### config.mk
export PLATFORM = sky130hd
export DESIGN_NAME = bpprz_sqrt
export DESIGN_NICKNAME = d
export VERILOG_FILES = /design/src/design/bpprz_pkg.sv /design/src/design/bpprz_sqrt.sv
export SDC_FILE = /design/constraint.sdc
export NUM_CORES = 2
export LEC_CHECK = 0
export ABC_AREA = 1
export CORE_UTILIZATION = 31
export DETAILED_ROUTE_END_ITERATION = 7
export DONT_BUFFER_PORTS = 1
export PLACE_DENSITY = 0.42
export SYNTH_ARGS = -nofsm -noshare
export SYNTH_HDL_FRONTEND = slang
export SYNTH_SLANG_ARGS = --single-unit
### constraint.sdc
create_clock -name clk_i -period 5.71 [get_ports clk_i]
set_input_delay 0.571 -clock clk_i [delete_from_list [all_inputs] [get_ports clk_i]]
set_output_delay 0.571 -clock clk_i [all_outputs]
set_load 0.01 [all_outputs]
### src/design/bpprz_pkg.sv
// Types, constants and saturating fixed-point helpers for the RZ particle push.
package bpprz_pkg;

  localparam int unsigned DW = 32;
  localparam int unsigned FB = 16;

  localparam int unsigned DIV_STAGES  = 16;
  localparam int unsigned DIV_LAT     = DIV_STAGES + 2;
  localparam int unsigned SQRT_STAGES = 16;
  localparam int unsigned SQRT_LAT    = SQRT_STAGES + 1;
  localparam int unsigned PIPE_LAT    = 4 + DIV_LAT + 7 + SQRT_LAT + DIV_LAT + 3;

  typedef logic signed [DW-1:0] fix_t;

  localparam fix_t FIX_MAX = 32'sh7FFF_FFFF;
  localparam fix_t FIX_MIN = 32'sh8000_0000;
  localparam fix_t FIX_ONE = 32'sh0001_0000;

  localparam logic [30:0] DT_RST   = 31'd65536;
  localparam logic [31:0] QM_RST   = 32'd65536;
  localparam logic [30:0] AXIS_RST = 31'd0;

  typedef enum logic [1:0] {
    CFG_TIME_STEP        = 2'd0,
    CFG_CHARGE_OVER_MASS = 2'd1,
    CFG_AXIS_RADIUS      = 2'd2
  } cfg_idx_e;

  typedef struct packed {
    fix_t pos_z;
    fix_t pos_r;
    fix_t vel_z;
    fix_t vel_r;
    fix_t vel_y;
    fix_t field_ez;
    fix_t field_er;
    fix_t field_bz;
    fix_t field_br;
    logic last_particle;
  } in_t;

  typedef struct packed {
    fix_t new_pos_z;
    fix_t new_pos_r;
    fix_t new_vel_z;
    fix_t new_vel_r;
    fix_t new_vel_y;
    logic end_of_batch;
  } out_t;

  function automatic fix_t sadd(fix_t a, fix_t b);
    logic signed [DW:0] s;
    s = (DW+1)'(a) + (DW+1)'(b);
    if (s[DW] != s[DW-1]) begin
      sadd = s[DW] ? FIX_MIN : FIX_MAX;
    end else begin
      sadd = s[DW-1:0];
    end
  endfunction

  function automatic fix_t ssub(fix_t a, fix_t b);
    logic signed [DW:0] s;
    s = (DW+1)'(a) - (DW+1)'(b);
    if (s[DW] != s[DW-1]) begin
      ssub = s[DW] ? FIX_MIN : FIX_MAX;
    end else begin
      ssub = s[DW-1:0];
    end
  endfunction

  // Magnitude of a signed word; the most negative value maps to 2^31.
  function automatic logic [DW-1:0] magn(fix_t a);
    logic [DW:0] n;
    n = (DW+1)'(0) - (DW+1)'(a);
    magn = a[DW-1] ? n[DW-1:0] : a;
  endfunction

  // Signed limit and negate for a magnitude that may overflow.
  function automatic fix_t pack(logic neg, logic ovf, logic [DW-1:0] m);
    logic [DW-1:0] lim;
    logic [DW-1:0] v;
    lim = neg ? 32'h8000_0000 : 32'h7FFF_FFFF;
    v = (ovf || (m > lim)) ? lim : m;
    pack = neg ? fix_t'(~v + 32'd1) : fix_t'(v);
  endfunction

  // Q16.16 product, magnitude truncated, saturated.
  function automatic fix_t fmul(fix_t a, fix_t b);
    logic [DW-1:0]   ma;
    logic [DW-1:0]   mb;
    logic [2*DW-1:0] p;
    ma = magn(a);
    mb = magn(b);
    p = (2*DW)'(ma) * (2*DW)'(mb);
    fmul = pack(a[DW-1] ^ b[DW-1], |p[2*DW-1:DW+FB], p[DW+FB-1:FB]);
  endfunction

endpackage

### src/design/bpprz_sqrt.sv
// Pipelined integer square root of a 64-bit radicand, two root bits per stage.
module bpprz_sqrt (
  input  logic            clk_i,
  input  logic [63:0]     rad_i,
  output bpprz_pkg::fix_t root_o
);

  typedef struct packed {
    logic [34:0] rem;
    logic [31:0] root;
    logic [63:0] rad;
  } sq_st_t;

  sq_st_t          st_q [bpprz_pkg::SQRT_STAGES];
  sq_st_t          init_d;
  bpprz_pkg::fix_t root_q;

  function automatic sq_st_t sstep(sq_st_t s);
    sq_st_t      r;
    logic [34:0] x;
    logic [34:0] t;
    x = {s.rem[32:0], s.rad[63:62]};
    t = {1'b0, s.root, 2'b01};
    r.rad = {s.rad[61:0], 2'b00};
    if (x >= t) begin
      r.rem  = x - t;
      r.root = {s.root[30:0], 1'b1};
    end else begin
      r.rem  = x;
      r.root = {s.root[30:0], 1'b0};
    end
    return r;
  endfunction

  assign init_d = '{rem: '0, root: '0, rad: rad_i};

  always_ff @(posedge clk_i) begin
    st_q[0] <= sstep(sstep(init_d));
    for (int i = 1; i < bpprz_pkg::SQRT_STAGES; i++) begin
      st_q[i] <= sstep(sstep(st_q[i-1]));
    end
    root_q <= st_q[bpprz_pkg::SQRT_STAGES-1].root[31] ? bpprz_pkg::FIX_MAX
              : bpprz_pkg::fix_t'(st_q[bpprz_pkg::SQRT_STAGES-1].root);
  end

  assign root_o = root_q;

endmodule

==> results.cfg <==
[die]
pin_count = 97
die-height_um = 511.0
die_x_um = 511.0
fp.dieArea_um2 = 261100
core_area_um2 = 257200
floorplan.initialDensity = 0.3123
floorplan.rows = 186

[drt]
detailroute.via_count = 76890
detailedRoute.firstPassIterationCount = 6
wl_um = 305100
via_per_inst = 4.879
remaining_drc_errors = 0
wire_length_per_cell_after_detailed_routing_um = 19.36
drtAntennaViolNets = 0
detailedRoute.firstIterationViolations = 5615

[layout]
most-common-layout-cells = 3331 x nand2_1, 1609 x inv_1, 1282 x nor2_1
layout_commonest_cell = nand2_1
finish.instance_area_um2 = 90560
utilization = 0.3522
number_of_cells_in_the_finished_layout_apart_from_fillers = 15760
final_layout_size_suffix_gt1_frac = 0.06837
area_growth_syn_to_layout_pct = 12.77
finalNetCount = 12880

[critical_path]
timing_worst_setup_path_type = flop to flop
crit_top_cell = nand2_1
worst-endpoint-arrival_ns = 6.10
critPathLaunchType = flop
critical_path.endpoint_type = flop
max_stage_delay_ns = 0.52
crit-reg2reg-launch = st_q[1][194]$_DFF_P_
startpoint = st_q[1][194]$_DFF_P_
critical_path_required_ns = 6.42
timing.critical_path.slowest_stage_cell = dfxtp_1
timing.critical_path.fanout_max = 37

[power_and_ir_drop]
vdd_ir_drop_max_mv = 0.2249
power-per-cell-area_nw_per_um2 = 402.5
leakagePower_uw = 0.04463

[global_route]
grt-ovfl-total = 0
global_route_wire_length_before_repair_um = 460500
antenna_found_initial = 11
grt_pass1_vias = 74970
grtUsageTotal = 0.2278
largest_net_degree_at_the_start_of_global_routing = 45

[timing]
setup_viol = 0
post-route-period-util = 0.9454
post-route-worst-setup-slack_ns = 0.3120
finalWorstPathRequiredPeriod_ns = 5.398
finalHoldViolCount = 0
timing_worst_slew_pin_value_ns = 0.9531
maxClockFrequency_mhz = 185.3
relSlewSlack = 0.3637
final.setup.tns_ns = 0
fin_clk_skew_ns = 0.07296
final-max-slew-violation-count = 0
grt_setup_unrepaired = no

[placement]
port-buffer-count = 0
hpwlAfterDp_um = 259100
placed_cells_incl_taps = 15410
pre_cts_slack_ns = -0.2033
gp_routability_congestion = 0.9500
dpl_cell_area_um2 = 84390

[clock_network]
worst_skew_pair.late_latency_ns = 0.84
numClockSinks = 1256
cts.reportedPaths.clkPinSlew_ns = 0.06
cts_max_level = 4
clk_root_buffer_cell = clkbuf_16
cts-buffers-inserted = 161
cts_tree = built
cts_max_path_buffers = 4

[min_path]
min_path_type = input port to flop
timing.hold.worst.start = rad_i[63]

[yosys]
synthFlopType = dfxtp_1
synth-async-reset-ratio = 0
netlist-cell-type-count = 77
synth_top_area_share = 0.3131
syn_area_per_cell_um2 = 6.653
synth-edff-count = 0
syn_inst = 12070
yosys_warnings = 0
mappedNetlistArea_um2 = 80310
synth.ff_latch_count = 1256
yosysSeqAreaShare = 0.3131
synth_area_leaders = dfxtp_1 31%, nand2_1 16%, ha_1 8.7%
post-synth-top-area-cell = dfxtp_1

[flow_run]
cap_viol_max_count = 0

[outcome]
status = completed
[final cells by class]
cell class              instances  area [µm²]
flip-flops and latches       1256       25150
clock buffers                 202        4397
repair buffers                160        1498
inverters                    1676        6336
well taps                    3384        4234
fillers                     27920      166600
multi-input cells            9001       47900
clock inverters                78        1027
diodes                          3       7.507
repair inverters                1       7.507
[metrics by stage]
step | hold slack [ns] | power [µW]
2_1_floorplan | 0.3096 | 21230
3_3_place_gp | 0.3099 | 26160
3_5_place_dp | 0.3121 | 26050
4_1_cts | 0.01395 | 36830
5_1_grt | 0.1199 | 39090
6_report | 0.09339 | 36450
[cell usage after synthesis, types with 64 or more instances]
cell,n
xnor2_1,267
nor3_1,170
nand4_1,202
dfxtp_1,1256
o21ai_1,94
nand2_1,3332
nand2_2,70
xor2_1,242
a21oi_2,66
or2_2,66
nand3_1,776
o21ai_0,631
ha_1,557
inv_1,1610
nor2_1,1284
nor2_2,64
a21oi_1,640
[registers in the layout, indices dropped and copies added, names as in the netlist]
register	cells
st_q	1225
root_o	31
[critical path: cells and delay by family (launching register included)]
kind,cells,cell delay (ns)
AND/OR/NAND/NOR,12,2.18
buffers and inverters,6,0.83
AO/OA/AOI/OAI,5,0.96
flip-flops,1,0.52
adder cells (fa/ha/maj),2,0.76
[per-layer routing]
metal / vias to the layer above / global-route usage / share of wire
met5: - / 0 / 0
met4: 0 / 0.05517 / 0.024
li1: 39220 / - / -
met2: 1723 / 0.3789 / 0.45
met1: 35640 / 0.3146 / 0.48
met3: 312 / 0.02096 / 0.042
[cell families after synthesis]
kind of cell,after synthesis,share of synthesized area
DFF,1256,0.3131
xor gates and xnor gates,511,0.05606
buffers and inverters,1816,0.09083
and+or+nand+nor,6208,0.3327
AOI/OAI and AO/OA,1721,0.1204
adders and majority gates,557,0.08678
other,2,0.00009351
[timing repair]
action / CTS / global route
hold buffers: 64 / 0
gates resized for setup: 6 / 29
buffers inserted: 0 / 3
cloned: 0 / 1
endpoints found under the hold margin: 65 / 0
endpoints found under the setup margin: 30 / 121
[worst paths after layout]
kind	slack, ns	to	cells after the start
hold reg to reg	0.30	st_q[0][814]$_DFF_P_	0
hold / removal	0.09	st_q[0][95]$_DFF_P_	3
setup / recovery	0.31	st_q[1][365]$_DFF_P_	25
setup reg to reg	0.31	st_q[1][365]$_DFF_P_	25
[power by group]
group / switching (µW) / internal [µW] / total (µW)
clock: 4110 / 6350 / 10500
combinational: 9840 / 4440 / 14300
sequential: 1490 / 10200 / 11700
total: 15400 / 21000 / 36400
Power figures use the tool's default switching activity.
